<file path="src/gmf_pkg.sv">
// gmf_pkg: shared widths, register and mode codes, and the structs passed
// between the blocks of the grayscale morphology filter
// no dependencies
package gmf_pkg;

	localparam int PIX_W      = 8;
	localparam int COORD_W    = 10;
	localparam int CFG_IDX_W  = 3;
	localparam int CFG_DATA_W = 11;
	localparam int FIFO_DEPTH = 4;
	localparam int FIFO_AW    = 2;

	// filter modes
	localparam logic [1:0] MODE_ERODE  = 2'd0;
	localparam logic [1:0] MODE_DILATE = 2'd1;
	localparam logic [1:0] MODE_VGRAD  = 2'd2;
	localparam logic [1:0] MODE_HGRAD  = 2'd3;

	// register indexes on the configuration port
	localparam logic [CFG_IDX_W-1:0] REG_MODE   = 3'd0;
	localparam logic [CFG_IDX_W-1:0] REG_KSIZE  = 3'd1;
	localparam logic [CFG_IDX_W-1:0] REG_WIDTH  = 3'd2;
	localparam logic [CFG_IDX_W-1:0] REG_HEIGHT = 3'd3;

	typedef logic [PIX_W-1:0] pix_t;

	// per-item bookkeeping carried alongside the pixel pipeline
	typedef struct packed {
		logic               emit;
		logic               last;
		logic [COORD_W-1:0] row;
		logic [COORD_W-1:0] col;
	} gmf_meta_t;

	// minimum and maximum of one incoming window column
	typedef struct packed {
		pix_t lo;
		pix_t hi;
	} gmf_colsum_t;

	typedef struct packed {
		logic [COORD_W-1:0] row;
		logic [COORD_W-1:0] col;
		pix_t               value;
		logic               frame_done;
	} gmf_result_t;

endpackage

</file>
<file path="src/gmf_fifo.sv">
// gmf_fifo: small result queue between the filter pipeline and the output port
// depends on gmf_pkg
module gmf_fifo (
	input  logic                          clk,
	input  logic                          arst_n,
	input  logic                          push,
	input  gmf_pkg::gmf_result_t          push_data,
	input  logic                          pop,
	output gmf_pkg::gmf_result_t          head,
	output logic [gmf_pkg::FIFO_AW:0]     count
);

	gmf_pkg::gmf_result_t           slot_q [gmf_pkg::FIFO_DEPTH];
	logic [gmf_pkg::FIFO_AW-1:0]    wr_ptr_q;
	logic [gmf_pkg::FIFO_AW-1:0]    rd_ptr_q;
	logic [gmf_pkg::FIFO_AW:0]      count_q;
	logic                           do_pop;

	assign do_pop = pop && (count_q != '0);
	assign head   = slot_q[rd_ptr_q];
	assign count  = count_q;

	always_ff @(posedge clk) begin
		if (push) begin
			slot_q[wr_ptr_q] <= push_data;
		end
	end

	always_ff @(posedge clk or negedge arst_n) begin
		if (!arst_n) begin
			wr_ptr_q <= '0;
			rd_ptr_q <= '0;
			count_q  <= '0;
		end else begin
			if (push) begin
				wr_ptr_q <= wr_ptr_q + 1'b1;
			end
			if (do_pop) begin
				rd_ptr_q <= rd_ptr_q + 1'b1;
			end
			case ({push, do_pop})
				2'b10: begin
					count_q <= count_q + 1'b1;
				end
				2'b01: begin
					count_q <= count_q - 1'b1;
				end
				default: begin
					count_q <= count_q;
				end
			endcase
		end
	end

endmodule
</file>
<file path="config.mk">
export PLATFORM = sky130hd
export DESIGN_NAME = gmf_fifo
export DESIGN_NICKNAME = d
export VERILOG_FILES = /design/src/gmf_pkg.sv /design/src/gmf_fifo.sv
export SDC_FILE = /design/constraint.sdc
export NUM_CORES = 1
export LEC_CHECK = 0
export BUFFER_PORTS_ARGS = -buffer_cell sky130_fd_sc_hd__buf_2
export CORE_MARGIN = 8
export CORE_UTILIZATION = 51
export DETAILED_ROUTE_END_ITERATION = 10
export PLACE_DENSITY = 0.74
export SYNTH_ARGS = -nofsm -noshare
export SYNTH_HDL_FRONTEND = slang
export SYNTH_SLANG_ARGS = --single-unit
</file>
<file path="constraint.sdc">
create_clock -name clk -period 1.7 [get_ports clk]
set_input_delay 0.255 -clock clk [delete_from_list [all_inputs] [get_ports clk]]
set_output_delay 0.255 -clock clk [all_outputs]
set_load 0.01 [all_outputs]
</file>
Yosys cells after proc, flatten, opt, wreduce, memory -nomap -nowiden:

Memory sizes are Yosys's and may differ from the RTL's.
Cells that the tools add are included.

* flip-flop bits (word level): 7
* RAM bits: 116
* input port bits: 33
* output and inout port bits: 32
* word-level logic and storage cells: 16
* memories: 1

* $add $sub $neg: 4
* equality and inequality tests: 2
* muxes and demuxes: 3
* reduce and logical (&&, ||, !) cells: 3

Memory list
* slot_q: depth 4, bits a word 29, rd ports 1, clocked after memory_dff 0, wr ports 1, line gmf_fifo.sv:13 `gmf_pkg::gmf_result_t slot_q [gmf_pkg::FIFO_DEPTH];`

Operator list (count)
* 3-bit one-hot mux with 2 select lines: 1
* 2-bit by 1-bit adder with 2-bit output, second input constant: 2
* 3-bit by 1-bit adder with 3-bit output, second input constant: 1
* 3-bit nonzero test: 1
* 3-bit by 1-bit subtractor with 3-bit output, second input constant: 1
* 2-bit by 1-bit equality test with 1-bit output, second input constant: 1
* 2-bit equality test, second input constant: 1
* 1-bit two-way mux: 2
* 2-bit nonzero test: 1
* 1-bit logical AND: 1

Logic depth before layout (Yosys ltp):

* depth in word-level cells: 4
* depth in mapped cells: 7
* depth with buffers taken out: 7

Worst setup path before layout:

Ideal clock, no wire load.

* kind: register to register
* from: reg wr_ptr_q[0] (netlist name)
* to: mem slot_q[0][0] (netlist name), enable pin
* setup time: 389 ps
* arrival time: 1343 ps
* required time: 1311 ps
* setup slack: -32 ps
* stages on the path, launching flop included: 4
* path buffers: 0
* period minus slack after synthesis: 1732 ps
* cell sequence: dfrtp_1 inv_1 ha_1 and2_1

RTL lines
* from (decl): line gmf_fifo.sv:14 `logic [gmf_pkg::FIFO_AW-1:0] wr_ptr_q;`
* from (signal assigned): line gmf_fifo.sv:36 `wr_ptr_q <= wr_ptr_q + 1'b1;`
* to (decl): line gmf_fifo.sv:13

No word-level cell before the write port.

==> results.py <==
metrics = {
    "outcome": {
        "status": "complete, but fails checks",
        "violations": "negative setup slack",
    },
    "synth": {
        "async_flop_share_pct": 5.69,
        "yosys.area.top_type_share_pct": 76.0,
        "synth_common_cells": "edfxtp_1 (116), mux4_2 (28), dfrtp_1 (7), inv_1 (6), ha_1 (5)",
        "synth_edf_count": 116,
        "syn_area_per_cell_um2": 24.6,
        "syn-num-nets": 225,
        "yosysUniqueCellTypes": 18,
        "syn-cell-area_um2": 4580,
        "ys.flop_type": "edfxtp_1",
        "ys_ff_latch": 123,
        "syn_inst": 186,
        "synth.most_common_cell": "edfxtp_1",
        "ys_seq_area_share_pct": 79.9,
        "synth_area_leaders": "edfxtp_1 (76%), mux4_2 (14%), dfrtp_1 (3.8%)",
        "synth_area_leader_cell": "edfxtp_1",
        "synth_warnings": 0,
    },
    "clocking": {
        "cts-root-buf": "clkbuf_8",
        "clock_path_buffers": 2,
        "cts_max_level": 4,
        "cts_tree": "done",
        "cts.sinks": 123,
        "clk_latency_ps": 500,
        "clk_pin_slew_ps": 60,
        "cts_buffers": 17,
    },
    "die": {
        "start_util_pct": 52.5,
        "die_w_um": 111,
        "coreArea_um2": 8720,
        "dieArea_um2": 12300,
        "die_h_um": 111,
        "rows": 34,
        "ios": 65,
    },
    "global_routing": {
        "grt_pass1_wl_um": 13500,
        "grt.overflow.total": 0,
        "grt_pass1_vias": 2508,
        "track_usage_pct": 14.3,
        "antenna_found_initial": 0,
        "grt_max_degree": 24,
    },
    "sta": {
        "setup_viol": 29,
        "tightest_slew_ps": 276,
        "slew_viol_final": 0,
        "fin_setup_tns_ps": -10350,
        "relSlewSlack_pct": 81.6,
        "rsz0062_at_grt": "yes",
        "max_freq_mhz": 481,
        "skew_ps": 10.4,
        "hold_viol_final": 0,
        "setup_slack_ps": -378,
        "fin_crit_sh_pct": 122,
        "min_period_ps": 2080,
    },
    "pwr": {
        "power_density_nw_per_um2": 1810,
        "p_leak_nw": 2.27,
        "ir_worst_vdd_v": 0.000903,
    },
    "worst_hold_path": {
        "min_from": "push",
        "hold_class": "in -> reg",
    },
    "cells_and_area": {
        "syn2layout_area_growth_pct": 36.5,
        "num_antenna_cells": 0,
        "drive_above_1_share_pct": 45.7,
        "final_cells": 432,
        "layout.nets": 350,
    },
    "worst_setup_path": {
        "crit_arrival_ps": 1820,
        "cp-start-kind": "flip-flop",
        "end_kind": "primary output",
        "path_class": "reg -> out",
        "path_max_fanout": 12,
        "worstSetupStartpoint": "rd_ptr_q[0]",
        "worstPathRequired_ps": 1440,
        "reg2reg_from": "count[2]",
    },
    "routing": {
        "routed_wl_um": 8490,
        "vias": 2262,
        "drtIter0Drc": 126,
        "first_pass_iters": 4,
        "drt-wirelength-per-cell_um": 19.6,
        "viasPerCell": 5.24,
        "antenna_left": 0,
        "drc": 0,
    },
    "placement": {
        "io_buffers": 64,
        "hpwl_um": 5010,
        "place.gp.congestion": 0.673,
        "dpl.cell_count": 366,
    },
    "run": {
        "max_cap_violations": 0,
    },
}
worst paths after layout:
check | cells past startpoint | slack [ps] | end
worst max-delay path | 3 | -380 | head[27]
worst min-delay path | 2 | 50 | wr_ptr_q[0]
worst max register to register | 7 | 60 | count[2]
worst min register to register | 2 | 570 | count[0]
max in group asynchronous | 2 | 1400 | rd_ptr_q[0]
min in group asynchronous | 2 | 120 | count[0]
power breakdown:
group          internal [W]  leakage (nW)  switching (W)
registers           0.00399          1.15       0.000209
logic               0.00193         0.846        0.00159
clock network       0.00238         0.281        0.00124
cell families after synthesis:
| logic type | after synthesis | synth area share, % |
|---|---|---|
| XOR/XNOR | 6 | 1.15 |
| AND/OR/NAND/NOR | 7 | 0.792 |
| flip-flops | 123 | 79.9 |
| multiplexers | 30 | 14.6 |
| adder cells (fa/ha/maj) | 6 | 1.80 |
| buffers and inverters | 12 | 1.53 |
| AO/OA/AOI/OAI | 2 | 0.300 |
worst max-delay path: stages (launching register included):
cell and delay [ps]:
dfrtp_2 450, buf_12 190, mux4_2 540, buf_6 140
state kept, by name, indices dropped and copies added (netlist names):
name,flops
count,3
rd_ptr_q,2
slot_q,116
wr_ptr_q,2
routing by layer:
metal  up-vias  track usage, %  part of all wire [%]
met3         4            5.19                   4.6
met5         -               0                     0
met2        65            24.1                    52
met1      1162            16.1                    42
li1       1031               -                     -
met4         0            6.13                  0.93
per-stage QoR:
step / util, % / hold WS, ps / cell area (um^2) / total power (W) / worst slack, ps
3_3_place_gp: 59.2 / 94.4 / 5160 / 0.00714 / 121
5_1_grt: 71.7 / 41.8 / 6250 / 0.0118 / -450
4_1_cts: 71.0 / 32.3 / 6190 / 0.0113 / -412
3_5_place_dp: 59.2 / 104 / 5160 / 0.00719 / 53.7
2_1_floorplan: - / -40.6 / 4580 / 0.00603 / 20.1
6_report: 71.7 / 51.9 / 6250 / 0.0113 / -378
repair_timing:
item                                    4_1_cts  5_1_grt
setup buffers                                 2        2
hold buffers                                 30        0
pin swaps                                     0        4
resized for setup                            18        8
endpoints found under the setup margin       29       31
gates cloned                                  0        1
endpoints found under the hold margin       123        0
area by class of cell:
class                           count  area [um^2]
Clock buffer                       18          418
Clock inverter                     14          196
Fill cell                         501         2470
Inverter                            6         22.5
Multi-Input combinational cell     51          858
Sequential cell                   123         3660
Tap cell                          108          135
Timing Repair Buffer              112          965
layout by cell type, fill, tap and decap left out:
cell,instances
o21ai_0,1
inv_6,1
mux2i_1,1
o31a_1,1
nor2_1,1
xor2_1,4
clkinvlp_4,5
xnor2_1,2
clkinv_1,1
and2_2,4
buf_2,44
clkbuf_8,1
nand2_1,2
buf_12,5
edfxtp_1,116
ha_2,1
buf_4,11
clkbuf_1,1
dfrtp_1,6
ha_1,4
clkbuf_16,17
mux4_2,29
bufinv_16,4
inv_1,6
dfrtp_2,1
dlygate4sd3_1,30
clkinv_4,3
fa_2,1
buf_6,21
Power figures use the tool's default switching activity.
