`config.mk`:
```
export PLATFORM = sky130hd
export DESIGN_NAME = gmf_window
export DESIGN_NICKNAME = d
export VERILOG_FILES = /design/src/gmf_pkg.sv /design/src/gmf_window.sv
export SDC_FILE = /design/constraint.sdc
export NUM_CORES = 1
export LEC_CHECK = 0
export BUFFER_PORTS_ARGS = -buffer_cell sky130_fd_sc_hd__buf_2
export CAP_MARGIN = 10
export CORE_MARGIN = 10
export CORE_UTILIZATION = 57
export DETAILED_ROUTE_END_ITERATION = 8
export PLACE_DENSITY = 0.77
export SLEW_MARGIN = 25
export SYNTH_ARGS = -nofsm -noshare
export SYNTH_HDL_FRONTEND = slang
export SYNTH_SLANG_ARGS = --single-unit
export TNS_END_PERCENT = 5
```
`constraint.sdc`:
```
create_clock -name clk -period 12.2 [get_ports clk]
set_clock_uncertainty 0.05 [all_clocks]
set_input_delay 2.44 -clock clk [delete_from_list [all_inputs] [get_ports clk]]
set_output_delay 2.44 -clock clk [all_outputs]
set_load 0.02 [all_outputs]
```
`src/gmf_pkg.sv`:
```
// gmf_pkg: shared widths, register and mode codes, and the structs passed
// between the blocks of the grayscale morphology filter
// no dependencies
package gmf_pkg;

	localparam int PIX_W      = 8;
	localparam int COORD_W    = 10;
	localparam int CFG_IDX_W  = 3;
	localparam int CFG_DATA_W = 11;
	localparam int FIFO_DEPTH = 4;
	localparam int FIFO_AW    = 2;

	// filter modes
	localparam logic [1:0] MODE_ERODE  = 2'd0;
	localparam logic [1:0] MODE_DILATE = 2'd1;
	localparam logic [1:0] MODE_VGRAD  = 2'd2;
	localparam logic [1:0] MODE_HGRAD  = 2'd3;

	// register indexes on the configuration port
	localparam logic [CFG_IDX_W-1:0] REG_MODE   = 3'd0;
	localparam logic [CFG_IDX_W-1:0] REG_KSIZE  = 3'd1;
	localparam logic [CFG_IDX_W-1:0] REG_WIDTH  = 3'd2;
	localparam logic [CFG_IDX_W-1:0] REG_HEIGHT = 3'd3;

	typedef logic [PIX_W-1:0] pix_t;

	// per-item bookkeeping carried alongside the pixel pipeline
	typedef struct packed {
		logic               emit;
		logic               last;
		logic [COORD_W-1:0] row;
		logic [COORD_W-1:0] col;
	} gmf_meta_t;

	// minimum and maximum of one incoming window column
	typedef struct packed {
		pix_t lo;
		pix_t hi;
	} gmf_colsum_t;

	typedef struct packed {
		logic [COORD_W-1:0] row;
		logic [COORD_W-1:0] col;
		pix_t               value;
		logic               frame_done;
	} gmf_result_t;

endpackage

```
`src/gmf_window.sv`:
```
// gmf_window: shift register of per-column min/max summaries and the
// reduction over the active columns into the filter value
// depends on gmf_pkg
module gmf_window #(
	parameter int MAX_KERNEL = 8
) (
	input  logic                             clk,
	input  logic                             shift_en,
	input  gmf_pkg::gmf_colsum_t             colsum,
	input  logic [$clog2(MAX_KERNEL+1)-1:0]  cols_used,
	input  logic [1:0]                       mode,
	output gmf_pkg::pix_t                    value
);

	localparam int NP = 1 << $clog2(MAX_KERNEL);

	gmf_pkg::pix_t cmin_q [MAX_KERNEL];
	gmf_pkg::pix_t cmax_q [MAX_KERNEL];
	gmf_pkg::pix_t tmin   [NP];
	gmf_pkg::pix_t tmax   [NP];
	gmf_pkg::pix_t win_lo;
	gmf_pkg::pix_t win_hi;

	// newest column at index 0
	always_ff @(posedge clk) begin
		if (shift_en) begin
			cmin_q[0] <= colsum.lo;
			cmax_q[0] <= colsum.hi;
			for (int j = 1; j < MAX_KERNEL; j++) begin
				cmin_q[j] <= cmin_q[j-1];
				cmax_q[j] <= cmax_q[j-1];
			end
		end
	end

	always_comb begin
		int s;
		for (int j = 0; j < NP; j++) begin
			if (j < MAX_KERNEL && j < int'(cols_used)) begin
				tmin[j] = cmin_q[j % MAX_KERNEL];
				tmax[j] = cmax_q[j % MAX_KERNEL];
			end else begin
				tmin[j] = '1;
				tmax[j] = '0;
			end
		end
		for (s = NP / 2; s > 0; s = s >> 1) begin
			for (int i = 0; i < s; i++) begin
				tmin[i] = (tmin[2*i+1] < tmin[2*i]) ? tmin[2*i+1] : tmin[2*i];
				tmax[i] = (tmax[2*i+1] > tmax[2*i]) ? tmax[2*i+1] : tmax[2*i];
			end
		end
		win_lo = tmin[0];
		win_hi = tmax[0];
	end

	always_comb begin
		case (mode)
			gmf_pkg::MODE_ERODE: begin
				value = win_lo;
			end
			gmf_pkg::MODE_DILATE: begin
				value = win_hi;
			end
			default: begin
				value = win_hi - win_lo;
			end
		endcase
	end

endmodule

```
# ---- Yosys cells after proc, flatten, opt, wreduce, memory -nomap -nowiden
# Memories as Yosys holds them, arrays and structs flattened.
# Cells that the tools add are included.
dict set report word_totals {
  ff_bits 0
  latch_bits 0
  mem_bits_rw 128
  romBits 0
  in_bits 24
  output_inout_bits 8
  wordCells 60
  memories 2
}
# name depth word_bits read_ports rd_clocked_by_memory_dff write_ports line_no
set memory_table {}
lappend memory_table {cmax_q 8 8 8 0 8 gmf_window.sv:18} ;# gmf_pkg::pix_t cmax_q [MAX_KERNEL];
lappend memory_table {cmin_q 8 8 8 0 8 gmf_window.sv:17} ;# gmf_pkg::pix_t cmin_q [MAX_KERNEL];
dict set report classes {
  addsub 1
  mul 0
  div_mod_pow 0
  n_lt_le_gt_ge 22
  n_eq_ne 1
  n_shift 0
  n_mux 33
  bitwise_logic 0
  reduce_logical 1
}
# cell n
set ops {}
lappend ops {{8-bit two-way mux} 30}
lappend ops {{8-bit greater-than comparator} 7}
lappend ops {{8-bit less-than comparator} 7}
lappend ops {{3-bit by 4-bit less-than comparator with 1-bit output (first input constant)} 4}
lappend ops {{8-bit case mux with 2 select lines} 1}
lappend ops {{1-bit by 4-bit less-than comparator with 1-bit output (first input constant)} 2}
lappend ops {{2-bit by 4-bit less-than comparator with 1-bit output (first input constant)} 2}
lappend ops {{8-bit subtractor} 1}
lappend ops {{2-bit by 1-bit == test with 1-bit output (second input constant)} 1}
lappend ops {{2-bit zero test} 1}
lappend ops {{1-bit two-way mux} 2}

# ---- Longest topological paths before layout
# Gate-level depths: netlist (run 1).
dict set report logic_depth {
  depth_word 10
  depth_mapped 42
  ltp_nobuf 37
}

# ---- Worst setup path before layout (run 1)
# Ideal clock, no wire load.
dict set report synth_timing {
  path_type {input to output}
  from {input cols_used[2]}
  to {output value[6]}
  arrival_ns 10.724
  required_time_ns 9.710
  setup_slack_ns -1.014
  cell_stages 37
  path_buffers 5
  cell_sequence {buf_2 -> or2_1 -> clkbuf_1 -> a21oi_1 -> clkbuf_1 -> nor2_1 -> ha_1 -> a21o_1 -> a211o_1 -> o22ai_1 -> clkbuf_1 -> nor3_1 -> a21oi_1 -> ha_1 -> a211o_1 -> o22ai_1 -> nor2_1 -> or2_2 -> o41ai_2 -> clkbuf_1 -> nand2_1 -> o21ai_0 -> inv_1 -> ha_1 -> a21o_1 -> a21o_1 -> a221oi_1 -> o31ai_1 -> a31oi_2 -> o21ai_0 -> ha_1 -> fa_1 -> or4_1 -> nand3_1 -> a21oi_1 -> mux2i_1 -> nor4_1}
}
dict set report synth_between {
  elab_chain_cells 10
  word_cells_on_any_way 54
  classes_between {1 x add/sub; 22 x order compare; 31 x mux}
}
# element line_no
set synth_rtl {}
lappend synth_rtl {{from (decl)} gmf_window.sv:10} ;# input logic [$clog2(MAX_KERNEL+1)-1:0] cols_used,
lappend synth_rtl {{3-bit by 4-bit less-than comparator with 1-bit output (tied with other cells)} gmf_window.sv:39} ;# if (j < MAX_KERNEL && j < int'(cols_used)) begin
lappend synth_rtl {{8-bit two-way mux} gmf_window.sv:39}
lappend synth_rtl {{8-bit greater-than comparator or 8-bit less-than comparator (tied branches)} {gmf_window.sv:50, gmf_window.sv:49}}
lappend synth_rtl {{8-bit two-way mux (on tied branches)} {gmf_window.sv:50, gmf_window.sv:49}}
lappend synth_rtl {{8-bit greater-than comparator or 8-bit less-than comparator (tied branches)} {gmf_window.sv:50, gmf_window.sv:49}}
lappend synth_rtl {{8-bit two-way mux (on tied branches)} {gmf_window.sv:50, gmf_window.sv:49}}
lappend synth_rtl {{8-bit greater-than comparator or 8-bit less-than comparator (tied branches)} {gmf_window.sv:50, gmf_window.sv:49}}
lappend synth_rtl {{8-bit two-way mux (on tied branches)} {gmf_window.sv:50, gmf_window.sv:49}}
lappend synth_rtl {{8-bit subtractor} gmf_window.sv:66} ;# value = win_hi - win_lo;
lappend synth_rtl {{8-bit case mux with 2 select lines (*)} gmf_window.sv:58} ;# case (mode)
lappend synth_rtl {{to (decl)} gmf_window.sv:12} ;# output gmf_pkg::pix_t value
# Every way passes the cells marked *; elsewhere a longest branch is shown, timed or not.

# ---- Worst setup path after layout (run 1)
dict set report layout_timing {
  from {input cols_used[0]}
  to {output value[6]}
}
# Same word-level chain as after synthesis.

==> results of run 1 <==
-- report_power, final --
group	total (mW)	switching, mW	leakage (nW)	internal [mW]
combinational	1.52	0.815	3.59	0.706
clock	0.501	0.203	0.262	0.298
sequential	0.535	0.0183	1.25	0.517
total	2.56	1.04	5.11	1.52
-- Yosys cell counts, types with 3 or more instances --
| library cell | n |
|---|---|
| a31o_2 | 3 |
| o211ai_1 | 5 |
| and3_1 | 4 |
| ha_1 | 106 |
| a211oi_1 | 10 |
| clkbuf_1 | 22 |
| o22ai_1 | 4 |
| a21o_1 | 26 |
| o21ai_0 | 42 |
| buf_2 | 3 |
| and4_1 | 3 |
| nor2b_1 | 8 |
| o21a_1 | 11 |
| mux2_2 | 20 |
| a211o_1 | 4 |
| nor2_1 | 95 |
| nand4_1 | 15 |
| xnor2_1 | 6 |
| and2_1 | 17 |
| o21ai_1 | 4 |
| or4_1 | 4 |
| mux2i_1 | 28 |
| nor4_1 | 6 |
| a21oi_1 | 56 |
| inv_1 | 93 |
| nand2_1 | 97 |
| edfxtp_1 | 128 |
| nand2b_1 | 5 |
| nor3_1 | 17 |
| a31oi_1 | 11 |
| nand3_1 | 21 |
-- metal layers --
layer | track usage [%] | vias to the layer above | routed length (microns)
met3 | 3.62 | 101 | 1790
met2 | 31.2 | 450 | 12500
met4 | 8.86 | 0 | 1120
met5 | 0 | - | 0
met1 | 24.6 | 3793 | 10300
li1 | - | 3700 | -
-- state kept, by name, indices dropped and copies added, names as in the netlist --
register  flops
cmin_q       64
cmax_q       64
-- placed cells by master (no fill, tap or decap), drive strengths merged, types with 4 or more instances in the layout --
| cell type | count |
|---|---|
| a21o | 26 |
| nand2 | 98 |
| ha | 106 |
| a211oi | 12 |
| a31o | 4 |
| nand3 | 23 |
| o21a | 12 |
| nor2b | 8 |
| buf | 147 |
| nand4 | 16 |
| o21ai | 48 |
| nor3 | 18 |
| a21oi | 57 |
| a31oi | 12 |
| o22ai | 4 |
| and2 | 17 |
| inv | 95 |
| clkinv | 6 |
| nor4 | 6 |
| and3 | 4 |
| a211o | 4 |
| mux2 | 23 |
| xnor2 | 6 |
| nand2b | 5 |
| nor2 | 95 |
| o211ai | 7 |
| or2 | 4 |
| edfxtp | 128 |
| mux2i | 28 |
| or4 | 5 |
| clkbuf | 18 |
| clkinvlp | 5 |
-- logic make-up (layout without fill, tap and decap cells) --
group / Yosys count / after routing / share of synthesized area [%]
muxes: 51 / 51 / 5.98
and+or+nand+nor: 307 / 309 / 15.8
buffers and inverters: 121 / 273 / 5.18
adders and majority gates: 107 / 107 / 14.7
DFF: 128 / 128 / 42.1
other: 0 / 2 / 0
xor gates and xnor gates: 7 / 7 / 0.671
AOI/OAI and AO/OA: 209 / 211 / 15.6
-- cell type report --
type | instances | area, sq um
fillers | 992 | 4130
diodes | 2 | 5.00
flip-flops and latches | 128 | 3840
repair buffers | 148 | 1130
clock inverters | 15 | 144
clock buffers | 17 | 425
multi-input cells | 685 | 5540
inverters | 93 | 349
well taps | 216 | 270
-- repair_timing --
item	CTS	global route
setup buffers	5	35
cloned	0	5
gates resized for setup	23	140
pin swaps	2	49
endpoints found under the setup margin	5	5
-- final timing paths --
kind / from / end / slack, ps / depth (start not counted)
max reg2reg: cmax_q[0][1] / cmax_q[0][9] / 11370 / 0
min reg2reg: cmin_q[0][9] / cmin_q[0][17] / 390 / 0
min: cmin_q[0][9] / cmin_q[0][17] / 390 / 0
max: cols_used[0] / value[6] / -90 / 36
==> key figures, run 1 <==
Yosys
  – Seq cells post-synth: 128
  – Dominant cells by area after synthesis: edfxtp_1 (42%), ha_1 (15%), nand2_1 (4.0%)
  – Post-synth top flop: edfxtp_1
  – Ys Warns: 0
  – Syn Inst Count: 930
  – Post-synth EDFFs: 128
  – Synth top area share: 42.1%
  – Mapped cell area: 0.00914 sq mm
  – Mapped Nets: 1061
  – Cell accounting for the most synthesized area: edfxtp_1
  – Post-Syn Area per Cell: 9.83 sq um
  – Yosys cell types: 74
  – FFs w/ async S/R, synth: 0%
  – Post-synthesis sequential area ratio: 42.1%

STA
  – Fmax: 0.0814 GHz
  – Final setup TNS: -168 ps
  – Final period demand of the worst path: 12290 ps
  – Pins Over Slew Limit: 0
  – # setup viols final: 2
  – Final Hold Vio Count: 0
  – Relative slew slack: 35.5%
  – Worst Hold Slack: 392 ps
  – Post-route clock period utilization: 101%
  – Worst-Margin Slew: 967 ps
  – Setup slack after layout: -85.1 ps

Setup path
  – Worst setup EP type: output port
  – CP Data Arrival Time: 9800 ps
  – CP peak stage delay: 510 ps
  – CP top delay family: compound AO/OA/AOI/OAI gates
  – Buf/Inv on CP: 7
  – Critical Path RT: 9710 ps
  – Startpoint Class: input pin
  – CP max-delay cell: or4_4
  – Critical path type: in -> out
  – Critical path peak fanout: 7

Power and ir drop
  – Tot Pwr: 2.56 mW
  – Peak supply drop: 192 uV
  – Pwr dens: 219 mW/mm^2
  – Leakage power: 5.11 nW

CTS
  – Clk Latency, worst-skew pair: 440 ps
  – Post-CTS Hold Buffers: 0
  – Clock-pin slew on the worst setup and hold paths: 60 ps
  – Clk sinks: 128
  – CTS buffer count: 17
  – Longest Clk Path Bufs: 2
  – Clk root buf: clkbuf_16
  – CTS tree: yes
  – Htree depth: 4

Outcome
  – Violated checks: negative setup slack
  – Outcome: finished, violations left

Finish
  – Nets: 1204
  – Final Non-Filler Cells: 1304
  – Util after Layout: 73.9%
  – Post-route cell area: 0.0117 sq mm
  – Layout cells sized above 1: 30.0%
  – Synth-to-Final Area Change: 28.1%

Global route
  – Tot GR Track Use: 19.3%
  – First-pass GRT wire length: 34500 microns
  – Grt total ovfl: 0
  – Antenna violations before repair: 2
  – Largest net degree at the start of global routing: 76
  – Vias in the first global route: 7237

Routing
  – Vias per inst: 6.17
  – DRC: 0
  – Post-DRT Antenna Nets: 0
  – Drt first pass iters: 6
  – Routed Wire Length: 25700 microns
  – DR vias: 8044
  – Initial DRC Count: 1046
  – DR WL/cell: 19.7 microns

Die
  – Die Footprint: 0.0215 sq mm
  – Io pins: 32
  – Initial core utilization: 57.7%
  – Total core area: 0.0158 sq mm
  – Die W: 147 microns
  – Die Y: 147 microns
  – Cell row count: 46

Placed design
  – HPWL after DPL: 15500 microns
  – Placed Instances: 1225
  – Final GP Congestion: 0.940
  – DP Worst Slack: -307 ps
  – Number of buffers added on ports: 31
  – Placed Area: 0.0100 sq mm

Flow run
  – Max-cap viol count: 0

Hold path
  – Path category of the worst min-delay check: reg -> reg
No activity file was read; power rests on OpenSTA's default activity.
==> run 2, diff against run 1 <==
SETUP_SLACK_MARGIN = 0.2   (was unset)
==> run 2 against run 1 <==
  * The flow now finishes without violations
  * Sequential share of layout area shrank 0.79 points
  * Clock power grew 7.6%
  * First-iteration DRC count shrank 24%
  * Setup slack improved by 97 ps
  * Non-clock buffer count increased by 2
  * Die area is the same
  * Cell count barely moved
==> key figures, run 2 (synthesis results as in run 1) <==
Outcome
  – Outcome: complete, no violations

Setup path
  – Startpoint Class: input pin
  – CP Data Arrival Time: 9700 ps (-100 ps)
  – Buf/Inv on CP: 7 (unchanged)
  – CP peak stage delay: 480 ps (-30 ps)
  – Critical Path RT: 9710 ps (about the same)
  – Critical path peak fanout: 7 (unchanged)
  – Most Frequent Cell on Critical Path: a21o_1
  – Critical path type: in -> out
  – CP top delay family: compound AO/OA/AOI/OAI gates
  – Worst setup EP type: output port
  – CP max-delay cell: or4_1

Die
  – Total core area: 0.0158 sq mm (unchanged)
  – Io pins: 32 (unchanged)
  – Die Footprint: 0.0215 sq mm (unchanged)
  – Die Y: 147 microns (unchanged)
  – Die W: 147 microns (unchanged)
  – Cell row count: 46 (unchanged)
  – Initial core utilization: 57.7% (unchanged)

Finish
  – Nets: 1205 (+0.083%)
  – Most common cell after layout, fill and taps aside: edfxtp_1
  – Synth-to-Final Area Change: 31.2%
  – Commonest cells after routing, fill and taps aside: edfxtp_1 (128), buf_4 (103), nand2_1 (95)
  – Largest registers: cmax_q: 64 flops, cmin_q: 64 flops
  – Layout cells sized above 1: 32.7% (+2.6 points)
  – Util after Layout: 75.8% (+1.8 points)

STA
  – Final period demand of the worst path: 12190 ps (-97.2 ps)
  – Pins Over Slew Limit: 0 (unchanged)
  – Fmax: 0.0820 GHz (+0.80%)
  – Final Hold Vio Count: 0 (unchanged)
  – Worst Hold Slack: 385 ps (-6.95 ps)
  – RSZ-0062 raised after global routing: yes
  – # setup viols final: 0 (-2)
  – Worst-Margin Slew: 1020 ps (+55.8 ps)
  – Relative slew slack: 31.8% (-3.7 points)
  – Post-route clock period utilization: 99.9% (-0.80 points)

CTS
  – Htree depth: 4 (unchanged)
  – Longest Clk Path Bufs: 2 (unchanged)
  – Clock-pin slew on the worst setup and hold paths: 60 ps (about the same)
  – Clk Latency, worst-skew pair: 440 ps (about the same)
  – CTS tree: yes
  – Clk sinks: 128 (unchanged)
  – CTS buffer count: 17 (unchanged)
  – Post-CTS Hold Buffers: 0 (unchanged)
  – Clk root buf: clkbuf_16

Global route
  – Grt total ovfl: 0 (unchanged)
  – Vias in the first global route: 7164 (-1.0%)
  – Tot GR Track Use: 19.7% (+0.31 points)
  – Antenna violations before repair: 1 (-1)
  – Largest net degree at the start of global routing: 79 (+3.9%)
  – First-pass GRT wire length: 35000 microns (+1.4%)

Placed design
  – Final GP Congestion: 0.918 (-2.4%)
  – HPWL after DPL: 15200 microns (-2.1%)
  – Number of buffers added on ports: 31 (unchanged)

Power and ir drop
  – Tot Pwr: 2.71 mW (+6.0%)
  – Leakage power: 5.16 nW (+0.98%)
  – Peak supply drop: 155 uV (-19%)
  – Pwr dens: 226 mW/mm^2 (+3.5%)

Flow run
  – Max-cap viol count: 0 (unchanged)

Routing
  – DRC: 0 (unchanged)
  – Initial DRC Count: 799 (-24%)
  – Post-DRT Antenna Nets: 0 (unchanged)
  – DR vias: 7933 (-1.4%)
  – Vias per inst: 6.08 (-1.5%)
  – DR WL/cell: 19.5 microns (-1.1%)
  – Drt first pass iters: 6 (unchanged)
  – Routed Wire Length: 25400 microns (-1.0%)

Hold path
  – Path category of the worst min-delay check: reg -> reg
==> run 2: per-layer routing <==
layer / vias up / wire [microns] / share of wire [%] / track usage (%)
met5: - / 0 / 0 / 0
met4: 0 / 921 / 3.6 / 7.41
met3: 83 / 1550 / 6.1 / 3.68
met2: 349 / 12400 / 49 / 32.3
met1: 3800 / 10600 / 42 / 25.1
li1: 3701 / - / - / -
==> run 2: area by class of cell <==
cell class / count / area (sq um)
diodes: 2 / 5.00
clock buffers: 18 / 429
clock inverters: 14 / 189
fillers: 883 / 3840
inverters: 93 / 349
multi-input cells: 684 / 5720
flip-flops and latches: 128 / 3840
well taps: 216 / 270
repair buffers: 150 / 1190
==> run 2: power by group <==
group	internal [mW]	switching [mW]	total, mW	leakage [nW]
clock network	0.341	0.198	0.539	0.296
logic	0.769	0.869	1.64	3.61
registers	0.517	0.0174	0.534	1.25
==> run 2: worst paths after layout <==
| kind | endpoint | cells after the start | startpoint | slack, ps |
|---|---|---|---|---|
| hold reg to reg | cmax_q[1][5] | 0 | cmax_q[0][29] | 390 |
| setup reg to reg | cmax_q[0][9] | 0 | cmax_q[0][1] | 11370 |
| setup / recovery | value[7] | 35 | cols_used[1] | 10 |
| hold / removal | cmax_q[1][5] | 0 | cmax_q[0][29] | 390 |
==> run 2: per-stage QoR <==
| stage | cell area, sq um | std cells | setup TNS (ps) | setup WS, ps |
|---|---|---|---|---|
| floorplan | 9260 | 930 | 0 | 178 |
| global placement | 10000 | 1214 | -13.4 | -13.4 |
| detailed placement | 10000 | 1214 | -564 | -216 |
| CTS | 11000 | 1264 | 0 | 204 |
| global route | 12000 | 1303 | -301 | -105 |
| finish | 12000 | 1305 | 0 | 12.2 |
==> run 2: timing repair <==
item,in CTS,in global routing
resized for setup,45,154
setup endpoints to repair,5,7
pin swaps,10,62
cloned,2,2
endpoints found under the hold margin,0,0
setup buffers,16,37
==> run 3, diff against run 2 <==
ABC_AREA = 1   (was unset)
CORE_UTILIZATION = 60   (was 57)
PLACE_DENSITY = 0.78   (was 0.77)
clock period = 13.4 ns   (was 12.2 ns; I/O delays follow)
==> run 3 against run 2 <==
  * Total power down 26%
  * Utilization fell by 8.4 points
  * Global-route usage decreased by 0.70 points
  * First-iteration DRC count fell by 41%
  * Register-to-register slack gained 1200 ps
  * Worst hold slack better by 7.0 ps
==> key figures, run 3 <==
Flow run
  – Max-cap viol count: 0 (unchanged)

Finish
  – Synth-to-Final Area Change: 10.8%
  – Layout cells sized above 1: 11.0% (-22 points)
  – Register Area: 0.00384 sq mm (unchanged)
  – Ant diodes: 0 (-2)
  – Nets: 1210 (+0.41%)
  – Fillers: 1146 (+30%)
  – Commonest cells after routing, fill and taps aside: nand2_1 (280), edfxtp_1 (128), nor2_1 (115)
  – Largest registers: cmax_q: 64 flops, cmin_q: 64 flops
  – Final Non-Filler Cells: 1276 (-2.2%)
  – Most common cell after layout, fill and taps aside: nand2_1
  – Multi-input logic area: 0.00441 sq mm (-23%)

Routing
  – DR WL/cell: 14.3 microns (-27%)
  – Vias per inst: 5.37 (-12%)
  – DR vias: 6854 (-14%)
  – Initial DRC Count: 475 (-41%)
  – Post-DRT Antenna Nets: 0 (unchanged)
  – Routed Wire Length: 18200 microns (-28%)
  – Drt first pass iters: 5 (-1)
  – DRC: 0 (unchanged)

STA
  – Relative slew slack: 36.3% (+4.5 points)
  – Final Hold Vio Count: 0 (unchanged)
  – Post-route clock period utilization: 91.1%
  – Final setup TNS: 0 ps (unchanged)
  – Pins Over Slew Limit: 0 (unchanged)
  – Worst-Margin Slew: 949 ps (-74.2 ps)
  – RSZ-0062 raised after global routing: no
  – Final period demand of the worst path: 12210 ps
  – # setup viols final: 0 (unchanged)
  – Fmax: 0.0819 GHz

Die
  – Initial core utilization: 60.8% (+3.1 points)
  – Cell row count: 44 (-4.3%)
  – Io pins: 32 (unchanged)
  – Die Footprint: 0.0199 sq mm (-7.3%)
  – Die Y: 141 microns (-3.7%)
  – Die W: 141 microns (-3.7%)
  – Total core area: 0.0145 sq mm (-8.5%)

Yosys
  – Syn Inst Count: 1043 (+12%)
  – Seq cells post-synth: 128 (unchanged)
  – Mapped cell area: 0.00880 sq mm (-3.7%)
  – Yosys cell types: 37 (-50%)
  – FFs w/ async S/R, synth: 0% (unchanged)
  – Cell with the most instances after synthesis: nand2_1
  – Post-synthesis sequential area ratio: 43.7% (+1.6 points)
  – Synth top area share: 43.7% (+1.6 points)
  – Post-Syn Area per Cell: 8.44 sq um (-14%)
  – Post-synth top flop: edfxtp_1
  – Mapped Nets: 1174 (+11%)
  – Post-synth EDFFs: 128 (unchanged)
  – Ys Warns: 0 (unchanged)
  – Top post-synthesis cells by count: nand2_1 (280), edfxtp_1 (128), nor2_1 (115)
  – Cell accounting for the most synthesized area: edfxtp_1
  – Dominant cells by area after synthesis: edfxtp_1 (44%), ha_1 (15%), nand2_1 (12%)

Setup path
  – Most Frequent Cell on Critical Path: nand2_1
  – Critical R2R Capture: cmax_q[1][18]
  – FF-to-FF setup slack: 12610 ps (+1240 ps)
  – Reg2reg start: cmax_q[1][10]
  – CP Data Arrival Time: 9480 ps (-220 ps)
  – CP peak stage delay: 470 ps (about the same)
  – CP max-delay cell: a211oi_1
  – Critical path type: in -> out
  – Critical path peak fanout: 16 (+9)
  – Critical Path RT: 10670 ps (+960 ps)
  – R2r worst-path depth: 0 (unchanged)
  – Startpoint Class: input pin
  – Worst setup EP type: output port

Power and ir drop
  – Peak supply drop: 122 uV (-21%)
  – Pwr dens: 205 mW/mm^2 (-9.2%)
  – Tot Pwr: 2.00 mW (-26%)
  – Leakage power: 4.60 nW (-11%)

Global route
  – First-pass GRT wire length: 31000 microns (-11%)
  – Largest net degree at the start of global routing: 81 (+2.5%)
  – Antenna violations before repair: 0 (-1)
  – Grt total ovfl: 0 (unchanged)
  – Vias in the first global route: 6691 (-6.6%)
  – Tot GR Track Use: 19.0% (-0.70 points)

Placed design
  – HPWL after DPL: 13900 microns (-8.7%)
  – Final GP Congestion: 0.962 (+4.8%)
  – Number of buffers added on ports: 31 (unchanged)
  – Placed Instances: 1242 (+2.3%)

Hold path
  – Hold Startpoint: cmin_q[1][9]
  – Hold EP: cmin_q[1][17]
  – Hold path depth: 0 (unchanged)
  – Path category of the worst min-delay check: reg -> reg

CTS
  – Htree depth: 4 (unchanged)
  – Clk Latency, worst-skew pair: 430 ps (about the same)
  – CTS tree: yes
  – CTS buffer count: 17 (unchanged)
  – Longest Clk Path Bufs: 2 (unchanged)
  – Clock-pin slew on the worst setup and hold paths: 60 ps (about the same)
  – Post-CTS Resized: 0 (-100%)
  – Post-CTS Setup Bufs: 0 (-16)
  – Clk sinks: 128 (unchanged)
  – Post-CTS Hold Buffers: 0 (unchanged)
  – Clk root buf: clkbuf_16

Outcome
  – Outcome: complete, no violations
==> run 3: changes by cell type in the layout (fill, tap and decap cells not counted), sizes merged, moves of 13 or more <==
cell   change
mux2      -23
and2      -17
nand4     -13
buf      -114
o21ai     +39
inv       +29
a21o      -26
mux2i     -28
nor3      -17
nor2      +22
or2       +15
a21oi     +13
nand2    +202
nand3     +18
==> run 3: logic make-up (layout without fill, tap and decap cells) <==
logic type               after synthesis  after routing  share of synthesized area [%]
XOR/XNOR                               1              1                         0.0995
AO/OA/AOI/OAI                        180            180                           11.2
buffers and inverters                142            191                           6.31
flip-flops                           128            128                           43.7
AND/OR/NAND/NOR                      485            485                           23.4
adder cells (fa/ha/maj)              107            107                           15.3
==> run 3: where the power goes <==
part	internal (mW)	switching, mW
logic	0.360	0.686
clock network	0.306	0.169
registers	0.470	0.0121
==> run 3: through the flow <==
stage,instance area [sq um],worst slack (ps),hold slack (ps),utilization [%]
2_1_floorplan,8800,2290,368,-
3_3_place_gp,9120,1240,376,63.0
3_5_place_dp,9120,1040,377,63.0
4_1_cts,9720,945,391,67.1
5_1_grt,9760,367,402,67.4
6_report,9760,1190,392,67.4
==> run 3: cell type report <==
type	instances	share of cell area [%]
clock buffers	17	4.36
clock inverters	15	1.78
inverters	124	4.80
multi-input cells	773	45.2
flip-flops and latches	128	39.4
well taps	184	2.36
repair buffers	35	2.13
==> run 3: layer usage <==
layer,part of all wire [%],global-route usage (%),vias to the layer above,wire length [microns]
li1,-,-,3589,-
met1,46,24.5,3084,8450
met2,47,30.7,153,8510
met3,4.6,3.29,28,844
met4,2.2,7.83,0,399
met5,0,0,-,0
==> run 3: worst max path at each step <==
stage	startpoint	to	slack (ps)	cells past startpoint
3_5_place_dp	cols_used[3]	value[5]	1040	36
3_3_place_gp	cols_used[1]	value[5]	1240	35
2_1_floorplan	cols_used[3]	value[6]	2290	36
5_1_grt	cols_used[3]	value[7]	370	34
6_report	cols_used[3]	value[7]	1190	34
4_1_cts	cols_used[3]	value[5]	950	36
==> run 3: worst max-delay path: cells and delay by family <==
kind	cells	cell delay (ps)
adder cells (fa/ha/maj)	4	1230
AO/OA/AOI/OAI	11	2840
AND/OR/NAND/NOR	15	2020
buffers and inverters	4	710
